===== config.mk =====
export PLATFORM = sky130hd
export DESIGN_NAME = quad_x_motor_mixer_flat
export DESIGN_NICKNAME = d
export VERILOG_FILES = /design/src/hw/rtl/qxmm_pkg.sv /design/src/hw/rtl/qxmm_stream_if.sv /design/src/hw/rtl/qxmm_fifo.sv /design/src/hw/rtl/qxmm_front.sv /design/src/hw/rtl/qxmm_back.sv /design/src/hw/rtl/quad_x_motor_mixer.sv /design/src/flat_wrapper.sv
export SDC_FILE = /design/constraint.sdc
export NUM_CORES = 2
export LEC_CHECK = 0
export BUFFER_PORTS_ARGS = -buffer_cell sky130_fd_sc_hd__buf_2
export CAP_MARGIN = 20
export CELL_PAD_IN_SITES_DETAIL_PLACEMENT = 0
export CELL_PAD_IN_SITES_GLOBAL_PLACEMENT = 1
export CORE_ASPECT_RATIO = 0.75
export CORE_MARGIN = 3
export CORE_UTILIZATION = 35
export CTS_CLUSTER_DIAMETER = 100
export CTS_CLUSTER_SIZE = 14
export DETAILED_ROUTE_END_ITERATION = 7
export PLACE_DENSITY = 0.66
export SLEW_MARGIN = 10
export SYNTH_ARGS = -nofsm -noshare
export SYNTH_HDL_FRONTEND = slang
export SYNTH_SLANG_ARGS = --single-unit

===== constraint.sdc =====
create_clock -name clk -period 14.15 [get_ports clk]
set_input_delay 2.1225 -clock clk [delete_from_list [all_inputs] [get_ports clk]]
set_output_delay 2.1225 -clock clk [all_outputs]
set_load 0.05 [all_outputs]

===== src/hw/rtl/qxmm_pkg.sv =====
// Shared types and constants of the quadcopter X-frame motor mixer.
`timescale 1ns / 1ps

package qxmm_pkg;

	localparam int NumMotors = 4;

	// Register map of the configuration port.
	typedef enum logic [2:0] {
		REG_GAIN           = 3'd0,
		REG_UPPER_DEADBAND = 3'd1,
		REG_LOWER_DEADBAND = 3'd2,
		REG_WIDTH_MIN      = 3'd3,
		REG_WIDTH_MAX      = 3'd4
	} reg_index_t;

	// Motor order is front left, front right, rear left, rear right (bit 0 to bit 3).
	// A set bit means the term is subtracted for that motor.
	localparam logic [NumMotors-1:0] YawNeg   = 4'b0110;
	localparam logic [NumMotors-1:0] PitchNeg = 4'b1100;
	localparam logic [NumMotors-1:0] RollNeg  = 4'b1010;

	localparam logic [15:0] GainReset     = 16'd256;
	localparam logic [15:0] WidthMaxReset = 16'hFFFF;

	typedef struct packed {
		logic signed [15:0] yaw_error;
		logic signed [15:0] pitch_error;
		logic signed [15:0] roll_error;
	} attitude_t;

	typedef struct packed {
		logic [15:0] front_left_width;
		logic [15:0] front_right_width;
		logic [15:0] rear_left_width;
		logic [15:0] rear_right_width;
	} motor_t;

	typedef struct packed {
		logic [2:0]  reg_index;
		logic [15:0] wdata;
	} cfg_write_t;

	typedef struct packed {
		logic        [15:0] gain;
		logic signed [15:0] upper_deadband;
		logic signed [15:0] lower_deadband;
		logic        [15:0] width_min;
		logic        [15:0] width_max;
	} cfg_regs_t;

	// Scaled Q16.16 error terms; gain times a 16-bit error always fits 32 signed bits.
	typedef logic signed [31:0] prod_t;

	typedef struct packed {
		prod_t yaw;
		prod_t pitch;
		prod_t roll;
	} mix_terms_t;

endpackage


===== src/hw/rtl/qxmm_stream_if.sv =====
// Valid/ready stream interface used for every channel of the mixer.
`timescale 1ns / 1ps

interface qxmm_stream_if #(
	parameter type T = logic
) ();
	logic valid;
	logic ready;
	T     data;

	modport source (output valid, output data, input ready);
	modport sink (input valid, input data, output ready);
endinterface


===== src/hw/rtl/qxmm_fifo.sv =====
// Small queue between the classify/multiply front and the mixing back end.
`timescale 1ns / 1ps

module qxmm_fifo #(
	parameter int  DEPTH = 2,
	parameter type T     = logic
) (
	input  logic          clk,
	input  logic          arst_n,
	qxmm_stream_if.sink   wr,
	qxmm_stream_if.source rd
);
	localparam int PtrW = $clog2(DEPTH);
	localparam int CntW = $clog2(DEPTH + 1);

	T                mem_q [DEPTH];
	logic [PtrW-1:0] wr_ptr_q;
	logic [PtrW-1:0] rd_ptr_q;
	logic [CntW-1:0] count_q;
	logic            push;
	logic            pop;

	assign wr.ready = (count_q != CntW'(DEPTH));
	assign rd.valid = (count_q != '0);
	assign rd.data  = mem_q[rd_ptr_q];
	assign push     = wr.valid && wr.ready;
	assign pop      = rd.valid && rd.ready;

	function automatic logic [PtrW-1:0] next_ptr(input logic [PtrW-1:0] p);
		return (p == PtrW'(DEPTH - 1)) ? '0 : p + 1'b1;
	endfunction

	always_ff @(posedge clk or negedge arst_n) begin
		if (!arst_n) begin
			wr_ptr_q <= '0;
			rd_ptr_q <= '0;
			count_q  <= '0;
		end else begin
			if (push) begin
				wr_ptr_q <= next_ptr(wr_ptr_q);
			end
			if (pop) begin
				rd_ptr_q <= next_ptr(rd_ptr_q);
			end
			if (push && !pop) begin
				count_q <= count_q + 1'b1;
			end else if (pop && !push) begin
				count_q <= count_q - 1'b1;
			end
		end
	end

	always_ff @(posedge clk) begin
		if (push) begin
			mem_q[wr_ptr_q] <= wr.data;
		end
	end

endmodule


===== src/hw/rtl/qxmm_front.sv =====
// Front end: deadband classification and gain scaling of the three attitude errors.
`timescale 1ns / 1ps

module qxmm_front (
	input  logic                clk,
	input  logic                arst_n,
	input  qxmm_pkg::cfg_regs_t cfg_regs,
	qxmm_stream_if.sink         attitude,
	qxmm_stream_if.source       terms
);
	logic                   valid_s1;
	qxmm_pkg::mix_terms_t   terms_s1;
	logic                   load;

	// An error counts when it lies strictly outside either deadband edge.
	function automatic qxmm_pkg::prod_t scale(input logic signed [15:0] err,
			input qxmm_pkg::cfg_regs_t c);
		logic               counts;
		logic signed [32:0] prod;
		counts = ($signed(err) > $signed(c.upper_deadband)) ||
			($signed(err) < $signed(c.lower_deadband));
		prod = $signed({1'b0, c.gain}) * $signed(err);
		return counts ? $signed(prod[31:0]) : '0;
	endfunction

	assign attitude.ready = !valid_s1 || terms.ready;
	assign load           = attitude.valid && attitude.ready;
	assign terms.valid    = valid_s1;
	assign terms.data     = terms_s1;

	always_ff @(posedge clk or negedge arst_n) begin
		if (!arst_n) begin
			valid_s1 <= 1'b0;
		end else if (attitude.ready) begin
			valid_s1 <= attitude.valid;
		end
	end

	always_ff @(posedge clk) begin
		if (load) begin
			terms_s1.yaw   <= scale(attitude.data.yaw_error, cfg_regs);
			terms_s1.pitch <= scale(attitude.data.pitch_error, cfg_regs);
			terms_s1.roll  <= scale(attitude.data.roll_error, cfg_regs);
		end
	end

endmodule


===== src/hw/rtl/qxmm_back.sv =====
// Back end: X-frame mixing, correction saturation and the motor width update.
`timescale 1ns / 1ps

module qxmm_back (
	input  logic                clk,
	input  logic                arst_n,
	input  qxmm_pkg::cfg_regs_t cfg_regs,
	qxmm_stream_if.sink         terms,
	qxmm_stream_if.source       motor
);
	localparam int NumMotors = qxmm_pkg::NumMotors;

	logic               valid_s1;
	logic signed [15:0] corr_s1 [NumMotors];
	logic [15:0]        widths_q [NumMotors];
	logic               out_valid_q;
	logic               adv_s1;
	logic               adv_s2;

	// Signed sum of the three terms, truncated toward zero to whole counts
	// and saturated to 16 signed bits.
	function automatic logic signed [15:0] correction(input qxmm_pkg::mix_terms_t t,
			input int m);
		logic signed [33:0] ty;
		logic signed [33:0] tp;
		logic signed [33:0] tr;
		logic signed [33:0] sum;
		logic signed [33:0] biased;
		logic signed [17:0] q;
		ty = 34'(t.yaw);
		tp = 34'(t.pitch);
		tr = 34'(t.roll);
		if (qxmm_pkg::YawNeg[m]) begin
			ty = -ty;
		end
		if (qxmm_pkg::PitchNeg[m]) begin
			tp = -tp;
		end
		if (qxmm_pkg::RollNeg[m]) begin
			tr = -tr;
		end
		sum    = ty + tp + tr;
		biased = sum + (sum[33] ? 34'sd65535 : 34'sd0);
		q      = biased[33:16];
		if (q > 18'sd32767) begin
			return 16'sh7FFF;
		end else if (q < -18'sd32768) begin
			return 16'sh8000;
		end
		return q[15:0];
	endfunction

	function automatic logic [15:0] update(input logic [15:0] w,
			input logic signed [15:0] c, input qxmm_pkg::cfg_regs_t r);
		logic signed [17:0] total;
		total = $signed({2'b00, w}) + 18'(c);
		if (total > $signed({2'b00, r.width_max})) begin
			return r.width_max;
		end else if (total < $signed({2'b00, r.width_min})) begin
			return r.width_min;
		end
		return total[15:0];
	endfunction

	assign adv_s2      = !out_valid_q || motor.ready;
	assign adv_s1      = !valid_s1 || adv_s2;
	assign terms.ready = adv_s1;

	assign motor.valid                  = out_valid_q;
	assign motor.data.front_left_width  = widths_q[0];
	assign motor.data.front_right_width = widths_q[1];
	assign motor.data.rear_left_width   = widths_q[2];
	assign motor.data.rear_right_width  = widths_q[3];

	always_ff @(posedge clk or negedge arst_n) begin
		if (!arst_n) begin
			valid_s1    <= 1'b0;
			out_valid_q <= 1'b0;
		end else begin
			if (adv_s1) begin
				valid_s1 <= terms.valid;
			end
			if (adv_s2) begin
				out_valid_q <= valid_s1;
			end
		end
	end

	always_ff @(posedge clk) begin
		if (adv_s1 && terms.valid) begin
			for (int m = 0; m < NumMotors; m++) begin
				corr_s1[m] <= correction(terms.data, m);
			end
		end
	end

	// The stored widths are the motor state; they move only when a new
	// result enters the output register.
	always_ff @(posedge clk or negedge arst_n) begin
		if (!arst_n) begin
			for (int m = 0; m < NumMotors; m++) begin
				widths_q[m] <= '0;
			end
		end else if (adv_s2 && valid_s1) begin
			for (int m = 0; m < NumMotors; m++) begin
				widths_q[m] <= update(widths_q[m], corr_s1[m], cfg_regs);
			end
		end
	end

endmodule


===== src/hw/rtl/quad_x_motor_mixer.sv =====
// Path of an accepted attitude transaction: the front multiplier register, the queue,
// the mixing register and the output register, in that order. Throughput: one
// transaction per cycle while the motor side accepts motor transactions.
// The width feedback loop is the output register alone, so items follow back to back.
// Reset: gain 1.0, deadbands zero, width bounds 0 and 65535, widths zero, queue empty.
`timescale 1ns / 1ps

module quad_x_motor_mixer #(
	parameter int QUEUE_DEPTH = 2
) (
	input  logic          clk,
	input  logic          arst_n,
	qxmm_stream_if.sink   attitude,
	qxmm_stream_if.source motor,
	qxmm_stream_if.sink   cfg
);
	qxmm_pkg::cfg_regs_t cfg_q;

	qxmm_stream_if #(.T(qxmm_pkg::mix_terms_t)) front_link ();
	qxmm_stream_if #(.T(qxmm_pkg::mix_terms_t)) queue_link ();

	assign cfg.ready = 1'b1;

	always_ff @(posedge clk or negedge arst_n) begin
		if (!arst_n) begin
			cfg_q.gain           <= qxmm_pkg::GainReset;
			cfg_q.upper_deadband <= '0;
			cfg_q.lower_deadband <= '0;
			cfg_q.width_min      <= '0;
			cfg_q.width_max      <= qxmm_pkg::WidthMaxReset;
		end else if (cfg.valid && cfg.ready) begin
			case (cfg.data.reg_index)
				qxmm_pkg::REG_GAIN: begin
					cfg_q.gain <= cfg.data.wdata;
				end
				qxmm_pkg::REG_UPPER_DEADBAND: begin
					cfg_q.upper_deadband <= $signed(cfg.data.wdata);
				end
				qxmm_pkg::REG_LOWER_DEADBAND: begin
					cfg_q.lower_deadband <= $signed(cfg.data.wdata);
				end
				qxmm_pkg::REG_WIDTH_MIN: begin
					cfg_q.width_min <= cfg.data.wdata;
				end
				qxmm_pkg::REG_WIDTH_MAX: begin
					cfg_q.width_max <= cfg.data.wdata;
				end
				default: begin
				end
			endcase
		end
	end

	qxmm_front u_front (
		.clk      (clk),
		.arst_n   (arst_n),
		.cfg_regs (cfg_q),
		.attitude (attitude),
		.terms    (front_link)
	);

	qxmm_fifo #(
		.DEPTH (QUEUE_DEPTH),
		.T     (qxmm_pkg::mix_terms_t)
	) u_fifo (
		.clk    (clk),
		.arst_n (arst_n),
		.wr     (front_link),
		.rd     (queue_link)
	);

	qxmm_back u_back (
		.clk      (clk),
		.arst_n   (arst_n),
		.cfg_regs (cfg_q),
		.terms    (queue_link),
		.motor    (motor)
	);

	// An accepted attitude transaction always lands in the front register.
	a_front_load: assert property (@(posedge clk) disable iff (!arst_n)
		attitude.valid && attitude.ready |=> front_link.valid)
		else $error("accepted attitude transaction lost in front end");

	// Scaled terms wait unchanged when the queue is full.
	a_front_hold: assert property (@(posedge clk) disable iff (!arst_n)
		front_link.valid && !front_link.ready |=>
			front_link.valid && $stable(front_link.data))
		else $error("front end dropped or changed stalled terms");

	// The motor state must not advance while a result is still waiting.
	a_state_hold: assert property (@(posedge clk) disable iff (!arst_n)
		motor.valid && !motor.ready |=> motor.valid && $stable(motor.data))
		else $error("motor widths changed while result stalled");

endmodule


===== src/flat_wrapper.sv =====
// flat-port wrapper written by rule: the top's interface ports become plain ports
module quad_x_motor_mixer_flat 
#(
	parameter int QUEUE_DEPTH = 2
)
  (clk, arst_n, attitude_valid, attitude_data, attitude_ready, motor_valid, motor_data, motor_ready, cfg_valid, cfg_data, cfg_ready);
  qxmm_stream_if #(.T(qxmm_pkg::attitude_t)) attitude_i ();
  qxmm_stream_if #(.T(qxmm_pkg::motor_t)) motor_i ();
  qxmm_stream_if #(.T(qxmm_pkg::cfg_write_t)) cfg_i ();
  input  logic clk;
  input  logic arst_n;
  input wire logic [$bits(attitude_i.valid)-1:0] attitude_valid;
  input wire logic [$bits(attitude_i.data)-1:0] attitude_data;
  output wire logic [$bits(attitude_i.ready)-1:0] attitude_ready;
  output wire logic [$bits(motor_i.valid)-1:0] motor_valid;
  output wire logic [$bits(motor_i.data)-1:0] motor_data;
  input wire logic [$bits(motor_i.ready)-1:0] motor_ready;
  input wire logic [$bits(cfg_i.valid)-1:0] cfg_valid;
  input wire logic [$bits(cfg_i.data)-1:0] cfg_data;
  output wire logic [$bits(cfg_i.ready)-1:0] cfg_ready;
  assign attitude_i.valid = attitude_valid;
  assign attitude_i.data = attitude_data;
  assign attitude_ready = attitude_i.ready;
  assign motor_valid = motor_i.valid;
  assign motor_data = motor_i.data;
  assign motor_i.ready = motor_ready;
  assign cfg_i.valid = cfg_valid;
  assign cfg_i.data = cfg_data;
  assign cfg_ready = cfg_i.ready;
  quad_x_motor_mixer #(.QUEUE_DEPTH(QUEUE_DEPTH)) u_core (.clk(clk), .arst_n(arst_n), .attitude(attitude_i), .motor(motor_i), .cfg(cfg_i));
endmodule

# Word level (Yosys, flattened, before mapping)
# Memory sizes are Yosys's and may differ from the RTL's.
# Index checks and enable logic that the tools add are counted.
op_classes:
  order_cmp: 22
  muxes: 67
  n_reduce_logical: 25
  n_eq_ne: 5
  addsub: 23
  n_mul: 3
op_table:
  columns: ["op", "n"]
  rows:
  - ["$mux W16", 32]
  - ["$add A34 B17 Y34", 4]
  - ["$add A34 B34 Y34", 3]
  - ["$mux W34", 3]
  - ["$neg A32 Y34", 3]
  - ["$mul A17 B16 Y32", 3]
  - ["$add A17 B16 Y18", 4]
  - ["$gt A18 B16 Y1 const B", 4]
  - ["$gt A18 B17 Y1", 4]
  - ["$lt A18 B16 Y1 const B", 4]
  - ["$lt A18 B17 Y1", 4]
  - ["$add A34 B32 Y34", 2]
  - ["$gt A16 B16 Y1", 3]
  - ["$lt A16 B16 Y1", 3]
  - ["$add A32 B34 Y34", 1]
  - ["$add A33 B32 Y34", 1]
  - ["$add A32 B32 Y33", 1]
  - ["$mux W1", 30]
  - ["$reduce_and A2 Y1", 5]
  - ["$eq A3 B2 Y1 const B", 2]
  - ["$logic_and A1 B1 Y1", 6]
  - ["$logic_or A1 B1 Y1", 6]
  - ["$logic_not A1 Y1", 5]
  - ["$mux W2", 2]
  - ["8 further kinds", 10]
word_totals:
  n_memories: 2
  elab_cells: 165
  ram_bits: 256
  out_inout_bits: 67
  in_bits: 72
  ff_bits: 247
mem_list:
  columns: ["memory", "words", "word_bits", "rd", "rd_clocked_by_memory_dff", "wr", "line", "source"]
  rows:
  - ["u_core.u_fifo.mem_q", 2, 96, 1, 0, 1, "qxmm_fifo.sv:16", "T mem_q [DEPTH];"]
  - ["u_core.u_back.corr_s1", 4, 16, 4, 0, 4, "qxmm_back.sv:14", "logic signed [15:0] corr_s1 [NumMotors];"]

# Longest topological paths before layout
depth:
  depth_word: 15
  mapped_depth: 47
  mapped_depth_nobuf: 36

# Cells and area by module
# Synthesis repeated with hierarchy kept, for this count alone.
hier_totals:
  cells_unflattened: 7421
  hier_area_um2: 69514.2
by_module_without_submodules:
  columns: ["mod", "n_inst", "cells_per_inst", "seq_area_each_um2", "area_each_um2"]
  rows:
  - ["qxmm_front", 1, 3591, 2907.8, 32190.9]
  - ["qxmm_back", 1, 3338, 3573.4, 27000.9]
  - ["qxmm_fifo", 1, 317, 5865.6, 7239.4]
  - ["quad_x_motor_mixer", 1, 175, 2023.2, 3083.0]

# Least setup slack after synthesis
# No wires, ideal clock.
synth_path:
  path_type: "register to register"
  start: "reg u_core.u_fifo.rd_ptr_q"
  end: "mem u_core.u_back.corr_s1[1][10] (data pin)"
  arrival_ps: 9797
  period_less_slack_ps: 10067
  setup_time_ps: 270
  required_time_ps: 13880
  path_stages_with_launch: 48
  path_buffers: 11
  slack_ps: 4083
  path_cell_list: "dfrtp_1 buf_6 buf_2 buf_4 buf_2 buf_1 clkbuf_1 clkbuf_1 clkbuf_1 buf_1 mux2i_1 ha_1 o21ai_0 nor4_1 and3_1 and2_1 o21a_1 nand2_1 [12 not listed] a21oi_1 nor2_2 inv_1 ha_1 o21a_1 o2111ai_1 o21ai_0 nand3_1 nor4_1 o2111ai_1 nor2_1 nor3_1 a211oi_2 nand4_2 o41ai_1 a21boi_2 buf_2 o21ai_0"
synth_rtl:
  columns: ["element", "line", "source"]
  rows:
  - ["start, declared", "qxmm_fifo.sv:18", "logic [PtrW-1:0] rd_ptr_q;"]
  - ["start signal, assigned", "qxmm_fifo.sv:43", "rd_ptr_q <= next_ptr(rd_ptr_q);"]
  - ["end, declared", "qxmm_back.sv:14", null]

==> impl_metrics.env <==
export IMPL_min_period_over_period=0.780
export IMPL_design_portCount=139
export IMPL_diodes=0
export IMPL_rrSetupSlack_ns=3.12
export IMPL_hp_start="u_core.u_front.terms.data[32]$_SDFFCE_PN0P_"
export IMPL_fin_crit_ns=11.03
export IMPL_drt_iter0_markers=4355
export IMPL_yosysMostFrequentCell="inv_1"
export IMPL_ys_warn_count=0
export IMPL_highest_layer="met5"
export IMPL_critPathKind="flop to flop"
export IMPL_worst_slew_pin_slew_ns=1.05
export IMPL_syn_area_sq_mm=0.0673
export IMPL_reg2reg_from="u_core.u_fifo.rd_ptr_q$_DFFE_PN0P_"
export IMPL_port_buffers=137
export IMPL_cp_common_cell="o21ai_0"
export IMPL_grt_ovfl_total=0
export IMPL_synth_avg_cell_area_sq_um=9.45
export IMPL_synth_top_cells_by_count="inv_1 (1008), ha_1 (806), nand2_1 (719), fa_1 (716), edfxtp_1 (352)"
export IMPL_ys_ff_latch=503
export IMPL_ctsHtreeMaxLevel=2
export IMPL_end_kind="flop"
export IMPL_grt_start_max_net_pins=87
export IMPL_rows=138
export IMPL_cts_root_buffer="clkbuf_16"
export IMPL_track_usage=0.227
export IMPL_setup_violations=0
export IMPL_maxCapViolations=0
export IMPL_ys_top_cells_by_area="fa_1 (21%), edfxtp_1 (16%), ha_1 (15%)"
export IMPL_synth_flop_cell="edfxtp_1"
export IMPL_synth_seq_area_share=0.213
export IMPL_cts_sinks=503
export IMPL_rsz0062_at_grt="no"
export IMPL_crit_family="compound AO/OA/AOI/OAI gates"
export IMPL_synth_fp_nets=8719
export IMPL_synthCells=7125
export IMPL_vias=51600
export IMPL_die_h_microns=386
export IMPL_min_path_cells=0
export IMPL_initial_core_util=0.354
export IMPL_post_cts_buffers=0
export IMPL_slew_violations=0
export IMPL_routed_wl_met3_microns=15400
export IMPL_dr_pass1_iters=6
export IMPL_fin_worst_skew_ns=0.0574
export IMPL_coreArea_sq_mm=0.190
export IMPL_cts_buffers_inserted=44
export IMPL_die_w_microns=512
export IMPL_cts_buffer_depth=3
export IMPL_nets=8708
export IMPL_hpwlAfterDp_microns=181000
export IMPL_status="finished, final reports clean"
export IMPL_antenna_found_initial=7
export IMPL_grt_pass1_wl_microns=339000
export IMPL_min_to="u_core.u_fifo.mem_q[1][32]$_DFFE_PP_"
export IMPL_required_ns=14.51
export IMPL_path_buf_inv=2
export IMPL_worst_r2r_cell_count=37
export IMPL_critPathSlowestCell="dfrtp_4"
export IMPL_synth_distinct_cells=101
export IMPL_clock_latency_ns=0.64
export IMPL_hold_buffers=0
export IMPL_tns_ns=0
export IMPL_die_area_sq_mm=0.198
export IMPL_ant_nets=0
export IMPL_worstPathArrival_ns=11.39
export IMPL_synthToLayoutAreaGrowth_pct=6.93
export IMPL_cts_resized=0
export IMPL_synth_top_area_frac=0.213
export IMPL_cts_tree="built"
export IMPL_relSlewSlack=0.299
export IMPL_drive_gt1_frac=0.0617
export IMPL_viasPerCell=5.33
export IMPL_clk_pin_slew_ns=0.07
export IMPL_wl_microns=226000
export IMPL_startpoint_type="flop"
export IMPL_finalHoldViolations=0
export IMPL_drc=0
export IMPL_routabilityCongestion=0.948
export IMPL_critPathMaxStageDelay_ns=0.78
export IMPL_max_freq_mhz=90.7
export IMPL_reg2reg_to="u_core.u_back.corr_s1[1][8]$_DFFE_PP_"
export IMPL_avgRoutedWirePerCell_microns=23.4
export IMPL_critPathMaxFanout=54
export IMPL_grt_pass1_vias=51600
export IMPL_met2_wirelength_microns=93400
export IMPL_min_path_type="flop to flop"
export IMPL_async_reset_ff_frac=0.300
export IMPL_wl_met1_microns=114000
export IMPL_yosysTopAreaCell="fa_1"
export IMPL_synth_edf_count=352
-- worst register-to-register path: cells and delay by family (launching register included) --
| kind | cells | cell delay [ns] |
|---|---|---|
| AOI/OAI and AO/OA | 15 | 4.12 |
| xor gates and xnor gates | 1 | 0.08 |
| adders and majority gates | 4 | 1.62 |
| buffers and inverters | 2 | 0.84 |
| DFF | 1 | 0.78 |
| muxes | 1 | 0.38 |
| and+or+nand+nor | 14 | 2.97 |
-- kinds of logic (layout without fill, tap and decap cells) --
group | count (synthesis) | count (layout) | synth area share
xor gates and xnor gates | 393 | 393 | 0.0516
and+or+nand+nor | 2093 | 2093 | 0.155
buffers and inverters | 1245 | 1269 | 0.0704
AOI/OAI and AO/OA | 1171 | 1171 | 0.115
DFF | 503 | 503 | 0.213
other | 1 | 1 | 0.0000557
muxes | 197 | 197 | 0.0308
adders and majority gates | 1522 | 1522 | 0.363
-- per-layer routing --
metal  vias to the layer above  GRT usage
li1                      24000          -
met4                         2     0.0295
met5                         -          0
met1                     25800      0.357
met3                       139     0.0325
met2                      1602      0.335
-- state kept, by name, indices dropped and copies added, names as in the netlist, 2 cells and up --
register,count
u_core.cfg_q,80
u_core.u_front.terms.data,96
u_core.u_fifo.mem_q,192
u_core.u_back.corr_s1,64
u_core.u_back.motor.data,64
u_core.u_fifo.count_q,2
-- stage by stage --
| stage | instance area (sq um) | cells | setup WS, ns | hold slack (ns) | util |
|---|---|---|---|---|---|
| after detailed placement | 70600 | 9587 | 3.40 | 0.434 | 0.372 |
| after CTS | 72000 | 9668 | 3.36 | 0.448 | 0.379 |
| final | 72000 | 9669 | 3.12 | 0.447 | 0.379 |
| after global routing | 72000 | 9669 | 2.44 | 0.465 | 0.379 |
| after global placement | 70600 | 9587 | 3.56 | 0.422 | 0.372 |
| after floorplan | 67300 | 7125 | 4.08 | 0.421 | - |
-- area by class of cell --
class                   count  area (sq um)
clock buffers              72          1220
clock inverters             9           125
fillers                 19100        118000
inverters                1008          3780
multi-input cells        5377         48300
flip-flops and latches    503         14400
well taps                2520          3150
repair buffers            180          1020
-- cell usage in the layout, fill, tap and decap left out, types with 71 or more instances in the layout --
cell type / instances
inv_1: 1007
nand2_1: 718
o211ai_1: 71
o21ai_0: 255
mux2_2: 81
a21o_1: 158
nand3_1: 122
xor2_1: 134
a21oi_1: 275
mux2i_1: 116
ha_1: 806
nand2b_1: 110
and2_1: 333
buf_2: 136
nor2_1: 311
nor3_1: 130
edfxtp_1: 352
fa_1: 716
dfrtp_1: 118
xnor2_1: 255
-- worst max path at each step --
stage | slack (ns) | end | depth (start not counted) | from
3_3_place_gp | 3.56 | u_core.u_back.corr_s1[1][5]$_DFFE_PP_ | 37 | u_core.u_fifo.rd_ptr_q$_DFFE_PN0P_
2_1_floorplan | 4.08 | u_core.u_back.corr_s1[1][10]$_DFFE_PP_ | 47 | u_core.u_fifo.rd_ptr_q$_DFFE_PN0P_
5_1_grt | 2.44 | u_core.u_back.corr_s1[1][9]$_DFFE_PP_ | 37 | u_core.u_fifo.rd_ptr_q$_DFFE_PN0P_
6_report | 3.12 | u_core.u_back.corr_s1[1][8]$_DFFE_PP_ | 37 | u_core.u_fifo.rd_ptr_q$_DFFE_PN0P_
4_1_cts | 3.36 | u_core.u_back.corr_s1[1][8]$_DFFE_PP_ | 37 | u_core.u_fifo.rd_ptr_q$_DFFE_PN0P_
3_5_place_dp | 3.40 | u_core.u_back.corr_s1[1][8]$_DFFE_PP_ | 37 | u_core.u_fifo.rd_ptr_q$_DFFE_PN0P_
Power is not shown: default switching activity piles up to over one toggle a cycle in this logic, so the estimate is an artifact.
